**config.mk**
```make
export PLATFORM = sky130hd
export DESIGN_NAME = dma_pushbuffer_command_decoder
export DESIGN_NICKNAME = d
export VERILOG_FILES = /design/src/hw/rtl/dpcd_pkg.sv /design/src/hw/rtl/dpcd_cfg_regs.sv /design/src/hw/rtl/dpcd_decode.sv /design/src/hw/rtl/dma_pushbuffer_command_decoder.sv
export SDC_FILE = /design/constraint.sdc
export NUM_CORES = 1
export LEC_CHECK = 0
export BUFFER_PORTS_ARGS = -buffer_cell sky130_fd_sc_hd__buf_2
export CORE_ASPECT_RATIO = 0.7
export CORE_MARGIN = 2
export CORE_UTILIZATION = 47
export DETAILED_ROUTE_END_ITERATION = 8
export PLACE_DENSITY = 0.69
export SLEW_MARGIN = 20
export SYNTH_ARGS = -nofsm -noshare
export SYNTH_HDL_FRONTEND = slang
export SYNTH_SLANG_ARGS = --single-unit
export TNS_END_PERCENT = 30
```
**constraint.sdc**
```tcl
create_clock -name i_clk -period 7.6 [get_ports i_clk]
set_input_delay 0 -clock i_clk [delete_from_list [all_inputs] [get_ports i_clk]]
set_output_delay 0 -clock i_clk [all_outputs]
set_load 0.02 [all_outputs]
```
**src/hw/rtl/dpcd_pkg.sv**
```systemverilog
// Shared types, codes and decode constants for the pushbuffer command decoder.
package dpcd_pkg;

    // Field widths
    localparam int unsigned ADDR_W   = 32;
    localparam int unsigned WORD_W   = 32;
    localparam int unsigned METHOD_W = 13;
    localparam int unsigned SUBCH_W  = 3;
    localparam int unsigned COUNT_W  = 11;
    localparam int unsigned FAULT_W  = 3;
    localparam int unsigned CFG_IDX_W  = 1;
    localparam int unsigned CFG_DATA_W = 32;

    // Configuration register indexes
    localparam logic [CFG_IDX_W-1:0] CFG_BUFFER_LIMIT = 1'd0;
    localparam logic [CFG_IDX_W-1:0] CFG_PUSH_ENABLE  = 1'd1;

    // Request opcodes
    localparam logic OP_WORD    = 1'b0;
    localparam logic OP_RESTART = 1'b1;

    // Header decode masks and patterns
    localparam logic [WORD_W-1:0] OLD_JUMP_MASK  = 32'he000_0003;
    localparam logic [WORD_W-1:0] OLD_JUMP_CODE  = 32'h2000_0000;
    localparam logic [WORD_W-1:0] OLD_JUMP_ADDR  = 32'h1fff_ffff;
    localparam logic [WORD_W-1:0] WORD_ADDR_MASK = 32'hffff_fffc;
    localparam logic [WORD_W-1:0] RETURN_WORD    = 32'h0002_0000;
    localparam logic [WORD_W-1:0] METHOD_MASK    = 32'he003_0003;
    localparam logic [WORD_W-1:0] INC_CODE       = 32'h0000_0000;
    localparam logic [WORD_W-1:0] NONINC_CODE    = 32'h4000_0000;
    localparam logic [1:0]        TYPE_JUMP      = 2'd1;
    localparam logic [1:0]        TYPE_CALL      = 2'd2;

    localparam logic [ADDR_W-1:0]   WORD_BYTES  = 32'd4;
    localparam logic [METHOD_W-1:0] METHOD_STEP = 13'd4;

    // Fault codes
    typedef enum logic [FAULT_W-1:0] {
        FAULT_NONE        = 3'd0,
        FAULT_CALL_NESTED = 3'd1,
        FAULT_RETURN_BARE = 3'd2,
        FAULT_RESERVED    = 3'd3,
        FAULT_PROTECTION  = 3'd4
    } t_fault;

    typedef struct packed {
        logic [ADDR_W-1:0] buffer_limit;
        logic              push_enable;
    } t_cfg;

    typedef struct packed {
        logic              op;
        logic [WORD_W-1:0] data_word;
        logic [ADDR_W-1:0] restart_address;
        logic [ADDR_W-1:0] put_pointer;
    } t_item;

    typedef struct packed {
        logic                cmd_valid;
        logic [METHOD_W-1:0] cmd_method;
        logic [SUBCH_W-1:0]  cmd_subchannel;
        logic                cmd_nonincreasing;
        logic [WORD_W-1:0]   cmd_parameter;
        logic [ADDR_W-1:0]   next_get;
        logic                caught_up;
        logic [FAULT_W-1:0]  fault_code;
        logic                irq_pulse;
    } t_result;

endpackage

```
**src/hw/rtl/dpcd_cfg_regs.sv**
```systemverilog
// Configuration registers: buffer limit and push enable.
module dpcd_cfg_regs
    import dpcd_pkg::*;
(
    input  logic                  i_clk,
    input  logic                  i_rst_n,
    input  logic                  i_cfg_we,
    input  logic [CFG_IDX_W-1:0]  i_cfg_index,
    input  logic [CFG_DATA_W-1:0] i_cfg_data,
    output t_cfg                  o_cfg
);

    logic [ADDR_W-1:0] r_buffer_limit;
    logic              r_push_enable;

    // Latch a write into the addressed register
    always_ff @(posedge i_clk) begin
        if (!i_rst_n) begin
            r_buffer_limit <= '0;
            r_push_enable  <= 1'b0;
        end else if (i_cfg_we) begin
            unique case (i_cfg_index)
                CFG_BUFFER_LIMIT: r_buffer_limit <= i_cfg_data[ADDR_W-1:0];
                CFG_PUSH_ENABLE:  r_push_enable  <= i_cfg_data[0];
                default: ;
            endcase
        end
    end

    assign o_cfg.buffer_limit = r_buffer_limit;
    assign o_cfg.push_enable  = r_push_enable;

endmodule

```
**src/hw/rtl/dpcd_decode.sv**
```systemverilog
// Channel state and combinational decode of one pushbuffer request.
module dpcd_decode
    import dpcd_pkg::*;
(
    input  logic    i_clk,
    input  logic    i_rst_n,
    input  t_cfg    i_cfg,
    input  logic    i_advance,
    input  t_item   i_item,
    output t_result o_result
);

    logic [ADDR_W-1:0]   r_read_pointer,   n_read_pointer;
    logic [ADDR_W-1:0]   r_return_address, n_return_address;
    logic                r_in_subroutine,  n_in_subroutine;
    logic [METHOD_W-1:0] r_method,         n_method;
    logic [SUBCH_W-1:0]  r_subchannel,     n_subchannel;
    logic [COUNT_W-1:0]  r_words_left,     n_words_left;
    logic                r_fixed_method,   n_fixed_method;
    t_fault              r_fault,          n_fault;
    logic                r_halted,         n_halted;

    t_fault              new_fault;
    logic [ADDR_W-1:0]   rp_next;
    logic [WORD_W-1:0]   w;
    t_result             res;

    assign w       = i_item.data_word;
    assign rp_next = r_read_pointer + WORD_BYTES;

    // Work out next state and the result for the current request
    always_comb begin
        n_read_pointer   = r_read_pointer;
        n_return_address = r_return_address;
        n_in_subroutine  = r_in_subroutine;
        n_method         = r_method;
        n_subchannel     = r_subchannel;
        n_words_left     = r_words_left;
        n_fixed_method   = r_fixed_method;
        n_fault          = r_fault;
        n_halted         = r_halted;
        new_fault        = FAULT_NONE;
        res              = '0;

        if (i_item.op == OP_RESTART) begin
            n_read_pointer = i_item.restart_address;
            n_fault        = FAULT_NONE;
            n_halted       = 1'b0;
        end else if (i_cfg.push_enable && !r_halted
                     && (r_read_pointer != i_item.put_pointer)) begin
            if (r_read_pointer >= i_cfg.buffer_limit) begin
                new_fault = FAULT_PROTECTION;
            end else begin
                n_read_pointer = rp_next;
                if (r_words_left != '0) begin
                    // Emit a method command from the pending count
                    res.cmd_valid         = 1'b1;
                    res.cmd_method        = r_method;
                    res.cmd_subchannel    = r_subchannel;
                    res.cmd_nonincreasing = r_fixed_method;
                    res.cmd_parameter     = w;
                    if (!r_fixed_method) begin
                        n_method = r_method + METHOD_STEP;
                    end
                    n_words_left = r_words_left - COUNT_W'(1);
                end else begin
                    // Decode a header word
                    priority if ((w & OLD_JUMP_MASK) == OLD_JUMP_CODE) begin
                        n_read_pointer = w & OLD_JUMP_ADDR;
                    end else if (w[1:0] == TYPE_JUMP) begin
                        n_read_pointer = w & WORD_ADDR_MASK;
                    end else if (w[1:0] == TYPE_CALL) begin
                        if (r_in_subroutine) begin
                            new_fault = FAULT_CALL_NESTED;
                        end else begin
                            n_return_address = rp_next;
                            n_in_subroutine  = 1'b1;
                            n_read_pointer   = w & WORD_ADDR_MASK;
                        end
                    end else if (w == RETURN_WORD) begin
                        if (!r_in_subroutine) begin
                            new_fault = FAULT_RETURN_BARE;
                        end else begin
                            n_read_pointer  = r_return_address;
                            n_in_subroutine = 1'b0;
                        end
                    end else if ((w & METHOD_MASK) == INC_CODE) begin
                        n_method       = w[METHOD_W-1:0];
                        n_subchannel   = w[15:13];
                        n_words_left   = w[28:18];
                        n_fixed_method = 1'b0;
                    end else if ((w & METHOD_MASK) == NONINC_CODE) begin
                        n_method       = w[METHOD_W-1:0];
                        n_subchannel   = w[15:13];
                        n_words_left   = w[28:18];
                        n_fixed_method = 1'b1;
                    end else begin
                        new_fault = FAULT_RESERVED;
                    end
                end
            end
            // Halt and raise the interrupt on any fault
            if (new_fault != FAULT_NONE) begin
                n_fault       = new_fault;
                n_halted      = 1'b1;
                res.irq_pulse = 1'b1;
            end
        end

        res.next_get   = n_read_pointer;
        res.caught_up  = (n_read_pointer == i_item.put_pointer);
        res.fault_code = n_fault;
    end

    // Commit state when the request moves on
    always_ff @(posedge i_clk) begin
        if (!i_rst_n) begin
            r_read_pointer   <= '0;
            r_return_address <= '0;
            r_in_subroutine  <= 1'b0;
            r_method         <= '0;
            r_subchannel     <= '0;
            r_words_left     <= '0;
            r_fixed_method   <= 1'b0;
            r_fault          <= FAULT_NONE;
            r_halted         <= 1'b0;
        end else if (i_advance) begin
            r_read_pointer   <= n_read_pointer;
            r_return_address <= n_return_address;
            r_in_subroutine  <= n_in_subroutine;
            r_method         <= n_method;
            r_subchannel     <= n_subchannel;
            r_words_left     <= n_words_left;
            r_fixed_method   <= n_fixed_method;
            r_fault          <= n_fault;
            r_halted         <= n_halted;
        end
    end

    assign o_result = res;

endmodule

```
**src/hw/rtl/dma_pushbuffer_command_decoder.sv**
```systemverilog
// Top level of the pushbuffer command decoder: request register, decode, result register.
//
//   Channel  Direction  Handshake             Payload
//   request  in         i_valid / o_stall     op, data_word, restart_address, put_pointer
//   result   out        o_valid / i_stall     cmd_*, next_get, caught_up, fault_code, irq_pulse
//   config   in         i_cfg_we              i_cfg_index, i_cfg_data
//
// One request per cycle unless the result stalls; each passes the request, then the result register.
// The decode and all channel state update in the cycle a request leaves the
// request register, so consecutive words decode back to back.
// Reset (synchronous, active low) clears channel state, config and both valids.
// A stalled result holds the request register; o_stall rises only when both are full.
module dma_pushbuffer_command_decoder
    import dpcd_pkg::*;
(
    input  logic                  i_clk,
    input  logic                  i_rst_n,

    input  logic                  i_cfg_we,
    input  logic [CFG_IDX_W-1:0]  i_cfg_index,
    input  logic [CFG_DATA_W-1:0] i_cfg_data,

    input  logic                  i_valid,
    output logic                  o_stall,
    input  logic                  i_op,
    input  logic [WORD_W-1:0]     i_data_word,
    input  logic [ADDR_W-1:0]     i_restart_address,
    input  logic [ADDR_W-1:0]     i_put_pointer,

    output logic                  o_valid,
    input  logic                  i_stall,
    output logic                  o_cmd_valid,
    output logic [METHOD_W-1:0]   o_cmd_method,
    output logic [SUBCH_W-1:0]    o_cmd_subchannel,
    output logic                  o_cmd_nonincreasing,
    output logic [WORD_W-1:0]     o_cmd_parameter,
    output logic [ADDR_W-1:0]     o_next_get,
    output logic                  o_caught_up,
    output logic [FAULT_W-1:0]    o_fault_code,
    output logic                  o_irq_pulse
);

    t_cfg    cfg;
    t_item   r_item;
    logic    r_in_valid;
    t_result r_out;
    logic    r_out_valid;
    t_result result;
    logic    advance;
    logic    accept;

    dpcd_cfg_regs u_cfg_regs (
        .i_clk       (i_clk),
        .i_rst_n     (i_rst_n),
        .i_cfg_we    (i_cfg_we),
        .i_cfg_index (i_cfg_index),
        .i_cfg_data  (i_cfg_data),
        .o_cfg       (cfg)
    );

    // Move the held request into decode when the result slot is free or being taken
    assign advance = r_in_valid && (!r_out_valid || !i_stall);
    assign o_stall = r_in_valid && !advance;
    assign accept  = i_valid && !o_stall;

    dpcd_decode u_decode (
        .i_clk     (i_clk),
        .i_rst_n   (i_rst_n),
        .i_cfg     (cfg),
        .i_advance (advance),
        .i_item    (r_item),
        .o_result  (result)
    );

    // Request register
    always_ff @(posedge i_clk) begin
        if (!i_rst_n) begin
            r_in_valid <= 1'b0;
        end else begin
            r_in_valid <= accept || (r_in_valid && !advance);
        end
    end

    always_ff @(posedge i_clk) begin
        if (accept) begin
            r_item.op              <= i_op;
            r_item.data_word       <= i_data_word;
            r_item.restart_address <= i_restart_address;
            r_item.put_pointer     <= i_put_pointer;
        end
    end

    // Result register: load on advance, drop once taken
    always_ff @(posedge i_clk) begin
        if (!i_rst_n) begin
            r_out_valid <= 1'b0;
        end else if (advance) begin
            r_out_valid <= 1'b1;
        end else if (!i_stall) begin
            r_out_valid <= 1'b0;
        end
    end

    always_ff @(posedge i_clk) begin
        if (advance) begin
            r_out <= result;
        end
    end

    assign o_valid             = r_out_valid;
    assign o_cmd_valid         = r_out.cmd_valid;
    assign o_cmd_method        = r_out.cmd_method;
    assign o_cmd_subchannel    = r_out.cmd_subchannel;
    assign o_cmd_nonincreasing = r_out.cmd_nonincreasing;
    assign o_cmd_parameter     = r_out.cmd_parameter;
    assign o_next_get          = r_out.next_get;
    assign o_caught_up         = r_out.caught_up;
    assign o_fault_code        = r_out.fault_code;
    assign o_irq_pulse         = r_out.irq_pulse;

endmodule
```
==> flow_metrics.tcl, run 1 <==
set metrics [dict create \
    clock-sinks 316 \
    drc 0 \
    fin_nets 2173 \
    yosys_warnings 0 \
    fin_crit_sh_pct 68.0 \
    drt_pass1_iterations 6 \
    finalCriticalPeriod_ns 5.16 \
    grt_pass1_vias 13900 \
    diodes 0 \
    drt_iter0_drc 1584 \
    synthToLayoutAreaGrowth_pct 25.9 \
    synth_edf_count 184 \
    worstPathCellList "inv_1 -> ha_1 -> or4b_1 -> or3_1 -> buf_4 -> nor2_1 -> o221ai_1 -> o21ai_0 -> xnor2_1 -> a21oi_1 -> o221a_2 -> or4_1 -> a2111oi_2" \
    tightest_slew_ns 1.11 \
    avgSynthCellArea_sq_um 9.68 \
    clk_pin_slew_ns 0.07 \
    cts.path.max_buffers 3 \
    final_common_cell "buf_2" \
    power_uw 4220 \
    worstPathRequired_ns 7.98 \
    cts_tree "done" \
    setup_slack_ns 2.44 \
    grtUsageTotal_pct 32.6 \
    cp_slowest_stage_delay_ns 0.64 \
    syn_area_sq_mm 0.0162 \
    htreeDepth 1 \
    ys_seq_area_share_pct 50.5 \
    leakagePower_uw 0.00787 \
    antenna_found_initial 2 \
    num_rows 56 \
    place_ws_ns 2.64 \
    synth_nets 1843 \
    finalWeightedCongestion 0.984 \
    fmax_mhz 194 \
    wire_per_inst_microns 23.8 \
    die_width_microns 226 \
    status "complete, no violations" \
    drive_above_1_share_pct 16.5 \
    vias 14700 \
    ant_nets 0 \
    dieArea_sq_mm 0.0360 \
    critPathSlowestCell "or3_1" \
    finalMaxSlewViolations 0 \
    final_hold_viol_count 0 \
    ioPinCount 224 \
    startpoint "u_decode.r_words_left[0]$_SDFFE_PN0P_" \
    yosys.area_share.simple_pct 20.1 \
    synth_seq_cells 316 \
    drt-total-wl_microns 59400 \
    dp_hpwl_microns 41400 \
    synthMuxAreaShare_pct 2.05 \
    synth-compound-area-share_pct 15.3 \
    end_kind "flop" \
    synth_ff_type "edfxtp_1" \
    final_cell_mix "buf_2 (223), nand2_1 (222), edfxtp_1 (184)" \
    grt_overflow 0 \
    rsz0062_at_grt "false" \
    skew_ns 0.0210 \
    tns_ns 0 \
    hold_path.class "input pin to flop" \
    cts-root-buf "clkbuf_16" \
    worstReg2RegStart "u_decode.r_words_left[0]$_SDFFE_PN0P_" \
    dpl_cell_area_sq_mm 0.0176 \
    initial_core_util_pct 48.0 \
    crit_fanout 23 \
    core-area_sq_mm 0.0337 \
    synthCells 1673 \
    post_drt_via_cell_ratio 5.89 \
    die_h_microns 159 \
    grt_pass1_wl_microns 87900 \
    max-cap-violations 0 \
    clk_latency_ns 0.60 \
    cp-start-kind "flop" \
    hp-start "i_restart_address[23]" \
    io_buffers 223 \
    power_density_mw_per_mm2 207 \
    postCtsSetupBuffers 0 \
    grt_start_max_net_pins 82 \
    synth-async-reset-ratio_pct 0 \
    holdWs_ns 0.119 \
    postLayoutCellArea_sq_mm 0.0204 \
    synth_fa_ha_area_share_pct 2.71 \
    ir_drop_uv 198 \
    cp.arrival_ns 5.55 \
    setup_viol 0 \
    synth.distinct_cells 78 \
    numCtsBuffers 31 \
    synth_top_family_by_area "simple AND/OR/NAND/NOR gates" \
    path_class "flop to flop" \
    max-slew-margin-rel_pct 25.8 \
    synth_xor_xnor_area_share_pct 5.09 \
]
## cell usage after synthesis (all sizes together), types with 8 or more instances
cell / number / share of area (%)
ha: 35 / 2.7
a21o: 8 / 0.37
nor3: 30 / 0.96
mux2i: 23 / 1.4
o31ai: 10 / 0.46
nor2: 126 / 3.0
and2: 65 / 2.5
nor3b: 30 / 1.4
nand2: 223 / 5.2
or3: 14 / 0.54
and3: 14 / 0.54
a21boi: 62 / 2.9
clkbuf: 95 / 2.2
xnor2: 62 / 3.4
nand2b: 8 / 0.31
nor2b: 13 / 0.50
nand3: 34 / 1.1
buf: 16 / 0.57
xor2: 32 / 1.7
mux2: 9 / 0.63
o21ai: 78 / 2.4
o211ai: 9 / 0.45
nor4: 37 / 1.5
and4: 8 / 0.43
o22ai: 17 / 0.66
a21oi: 81 / 2.5
edfxtp: 184 / 34
a31oi: 16 / 0.73
o211a: 19 / 1.2
inv: 65 / 1.5
dfxtp: 132 / 16
nand4: 34 / 1.3
## area by class of cell
cell class / instances / area (sq um)
clock inverter: 18 / 238
timing repair buffer: 408 / 2920
clock buffer: 40 / 861
sequential: 316 / 8170
inverter: 67 / 254
multi-input combinational: 1179 / 7350
tap: 464 / 581
fill: 2806 / 13300
## power by group
group | leakage [uW] | total [uW] | switching [uW] | internal, uW
Clock | 0.000540 | 1690 | 716 | 976
Sequential | 0.00286 | 1980 | 93.9 | 1890
Combinational | 0.00447 | 550 | 325 | 225
Total | 0.00787 | 4220 | 1130 | 3090
## metal layers
metal / up-vias / GRT usage [%] / part of all wire (%)
met2: 809 / 47.5 / 42
li1: 6664 / - / -
met5: - / 0 / 0
met3: 90 / 8.67 / 11
met4: 0 / 6.62 / 2.1
met1: 7127 / 48.4 / 45
## repair_timing
item,CTS,global route
hold buffers,165,1
hold endpoints to repair,132,4
gates resized for setup,0,0
## kinds of logic (layout without fill, tap and decap cells)
kind of cell    Yosys count  in the layout
simple gates            652            652
buf+inv                 178            533
xor+xnor                 94             94
compound gates          366            366
flops                   316            316
fa+ha+maj                35             35
mux                      32             32
## path summary, 6_finish.rpt
kind | end | slack (ns) | depth (start not counted)
setup reg to reg | o_caught_up$_DFFE_PP_ | 2.44 | 13
hold reg to reg | u_decode.r_method[0]$_SDFFE_PN0P_ | 0.44 | 2
hold / removal | r_item[55]$_DFFE_PP_ | 0.12 | 2
setup / recovery | o_caught_up$_DFFE_PP_ | 2.44 | 13
## sequential cells by signal, indices dropped and copies added, names as in the netlist
register,count
o_cmd_parameter,32
u_decode.r_words_left,11
u_decode.r_read_pointer,32
o_cmd_method,13
o_caught_up,1
o_valid,1
r_item,97
u_decode.r_halted,1
u_decode.r_fixed_method,1
u_decode.r_subchannel,3
o_irq_pulse,1
u_decode.r_fault,3
r_in_valid,1
o_fault_code,3
o_next_get,32
o_cmd_nonincreasing,1
u_cfg_regs.r_buffer_limit,32
o_cmd_subchannel,3
u_cfg_regs.r_push_enable,1
u_decode.r_method,13
u_decode.r_in_subroutine,1
o_cmd_valid,1
u_decode.r_return_address,32
## critical path: cells and delay by family (launching register included)
family / cells / cell delay [ns]
flops: 1 / 0.34
fa+ha+maj: 1 / 0.20
xor+xnor: 1 / 0.21
buf+inv: 2 / 0.44
compound gates: 5 / 1.58
simple gates: 4 / 2.18
## metrics by stage
stage	std cells	utilization [%]
4_1_cts	2491	60.4
3_3_place_gp	2268	52.2
5_1_grt	2492	60.5
2_1_floorplan	1673	-
3_5_place_dp	2268	52.2
6_report	2492	60.5
Note: power is estimated with default switching activity, not from simulation.
==> run 2, diff against run 1 <==
PLACE_DENSITY = 0.72   (was 0.69)
clock period = 4.2 ns   (was 7.6 ns; I/O delays follow)
==> flow_metrics.tcl, run 2 (synthesis gave the netlist of run 1 again) <==
set metrics [dict create \
    status "complete, no violations" \
    antenna_found_initial 1 \
    grtUsageMet1_pct 51.7 \
    grtUsageTotal_pct 33.7 \
    final_common_cell "buf_2" \
    dp_hpwl_microns 44700 \
    clock-sinks 316 \
    drc 0 \
    grt.busiest_layer "met1" \
    p_switching_uw 2030 \
    worstHoldPathCells 5 \
    seq_area_sq_mm 0.00817 \
    ioPinCount 224 \
    post_drt_via_cell_ratio 5.81 \
    final_cell_mix "buf_2 (223), nand2_1 (222), edfxtp_1 (184)" \
    seq_power_share_pct 46.8 \
    cts.path.max_buffers 3 \
    final_cells 2642 \
    setup_viol 0 \
    rsz0062_at_grt "false" \
    numCtsBuffers 31 \
    fin_crit_sh_pct 97.4 \
    fmax_mhz 244 \
    leakagePower_uw 0.00861 \
    fin_nets 2322 \
    max-slew-margin-rel_pct 37.9 \
    worstPathRequired_ns 4.59 \
    htreeDepth 1 \
    path_class "flop to flop" \
    io_buffers 223 \
    ir_drop_uv 299 \
    cp.arrival_ns 4.49 \
    placed_cells 2434 \
    die_width_microns 226 \
    crit_fanout 10 \
    hold_path.class "input pin to flop" \
    grt_pass1_wl_microns 91200 \
    reg2reg_to "o_caught_up$_DFFE_PP_" \
    cp-start-kind "flop" \
    grt_start_max_net_pins 74 \
    vias 15400 \
    drt-total-wl_microns 61400 \
    tightest_slew_ns 0.932 \
    skew_ns 0.0164 \
    cts-root-buf "clkbuf_16" \
    worstHoldEndpoint "u_cfg_regs.r_buffer_limit[0]$_SDFFE_PN0P_" \
    finalMaxSlewViolations 0 \
    core-area_sq_mm 0.0337 \
    worst-r2r-setup-slack_ns 0.11 \
    dieArea_sq_mm 0.0360 \
    largest_register "r_item" \
    cts_tree "done" \
    final_hold_viol_count 0 \
    clk_latency_ns 0.59 \
    end_kind "flop" \
    r2r_cells 12 \
    switching_share_pct 27.0 \
    clk_pin_slew_ns 0.07 \
    combPwrFrac_pct 16.2 \
    wire_per_inst_microns 23.2 \
    power.internal_uw 5480 \
    p_clk_share_pct 37.0 \
    synthToLayoutAreaGrowth_pct 32.6 \
    die_h_microns 159 \
    hp-start "i_cfg_index" \
    grt_pass1_vias 14700 \
    tns_ns 0 \
    multi_input_area_sq_mm 0.00743 \
    finalWeightedCongestion 0.975 \
    num_rows 56 \
    power_density_mw_per_mm2 350 \
    largest_reg_flops 97 \
    worstReg2RegStart "r_item[83]$_DFFE_PP_" \
    drt_pass1_iterations 6 \
    drt_iter0_drc 1733 \
    grt_overflow 0 \
    initial_core_util_pct 48.0 \
    num-fill-cells 2694 \
    max-cap-violations 0 \
    drive_above_1_share_pct 23.4 \
    grt_use_met3_pct 9.13 \
    ant_nets 0 \
    finalCriticalPeriod_ns 4.09 \
    gr-usage-met2_pct 47.4 \
]
-- run 2: metrics by stage --
stage | hold WS, ns | worst slack (ns) | cell area, sq um | total power (uW) | util, %
final | 0.0345 | 0.107 | 21500 | 7510 | 63.7
after detailed placement | 0.178 | 0.0193 | 18900 | 4630 | 56.1
after floorplan | 0.0989 | 0.277 | 16200 | 4120 | -
after global placement | 0.176 | 0.0553 | 18900 | 4620 | 56.1
after global routing | 0.0549 | 0.000866 | 21500 | 7750 | 63.7
after CTS | 0.000211 | 0.00130 | 21400 | 7490 | 63.4
-- run 2: power by group through the flow --
stage               Combinational (uW)  Sequential, uW  Clock, uW
global placement                  1050            3580          0
finish                            1220            3520       2780
floorplan                          519            3600          0
global route                      1290            3530       2940
CTS                               1160            3510       2810
detailed placement                1060            3580          0
-- run 2: area by class of cell --
class	count	share of cell area, %
tap	464	2.70
antenna	1	0.0117
timing repair buffer	557	18.8
sequential	316	38.0
multi-input combinational	1179	34.6
inverter	67	1.18
clock buffer	39	3.94
clock inverter	19	0.740
-- run 2: worst max-delay path by stage --
| stage | startpoint | endpoint | slack, ns | cells after the start |
|---|---|---|---|---|
| finish | r_item[83]$_DFFE_PP_ | o_caught_up$_DFFE_PP_ | 0.11 | 12 |
| global route | u_decode.r_words_left[0]$_SDFFE_PN0P_ | o_caught_up$_DFFE_PP_ | 0.0009 | 15 |
| CTS | u_cfg_regs.r_buffer_limit[23]$_SDFFE_PN0P_ | o_caught_up$_DFFE_PP_ | 0.001 | 12 |
| detailed placement | u_cfg_regs.r_buffer_limit[23]$_SDFFE_PN0P_ | o_caught_up$_DFFE_PP_ | 0.02 | 12 |
| global placement | u_cfg_regs.r_buffer_limit[23]$_SDFFE_PN0P_ | o_caught_up$_DFFE_PP_ | 0.06 | 12 |
| floorplan | o_valid$_SDFFE_PN0P_ | o_caught_up$_DFFE_PP_ | 0.28 | 5 |
-- run 2: per-layer routing --
| layer | share of wire (%) | up-vias |
|---|---|---|
| met2 | 41 | 855 |
| met3 | 11 | 83 |
| met1 | 46 | 7451 |
| met4 | 1.7 | 0 |
| met5 | 0 | - |
| li1 | - | 6967 |
-- run 2: repair_timing --
action | in CTS | in global routing
resized for setup | 0 | 14
hold buffers | 148 | 0
endpoints found under the setup margin | 0 | 1
buffers inserted | 0 | 1
hold endpoints to repair | 132 | 0
-- run 2: critical path, cell delays in order (launching register included) --
cell and delay [ns]:
edfxtp_1 0.39, nor4_1 0.41, nand4_1 0.34, or3_1 0.66, buf_4 0.26, o22ai_1 0.13, a31oi_1 0.06, a21oi_1 0.31
xor2_1 0.18, o32a_1 0.22, nand4_1 0.12, or4_4 0.45, a2111oi_2 0.38
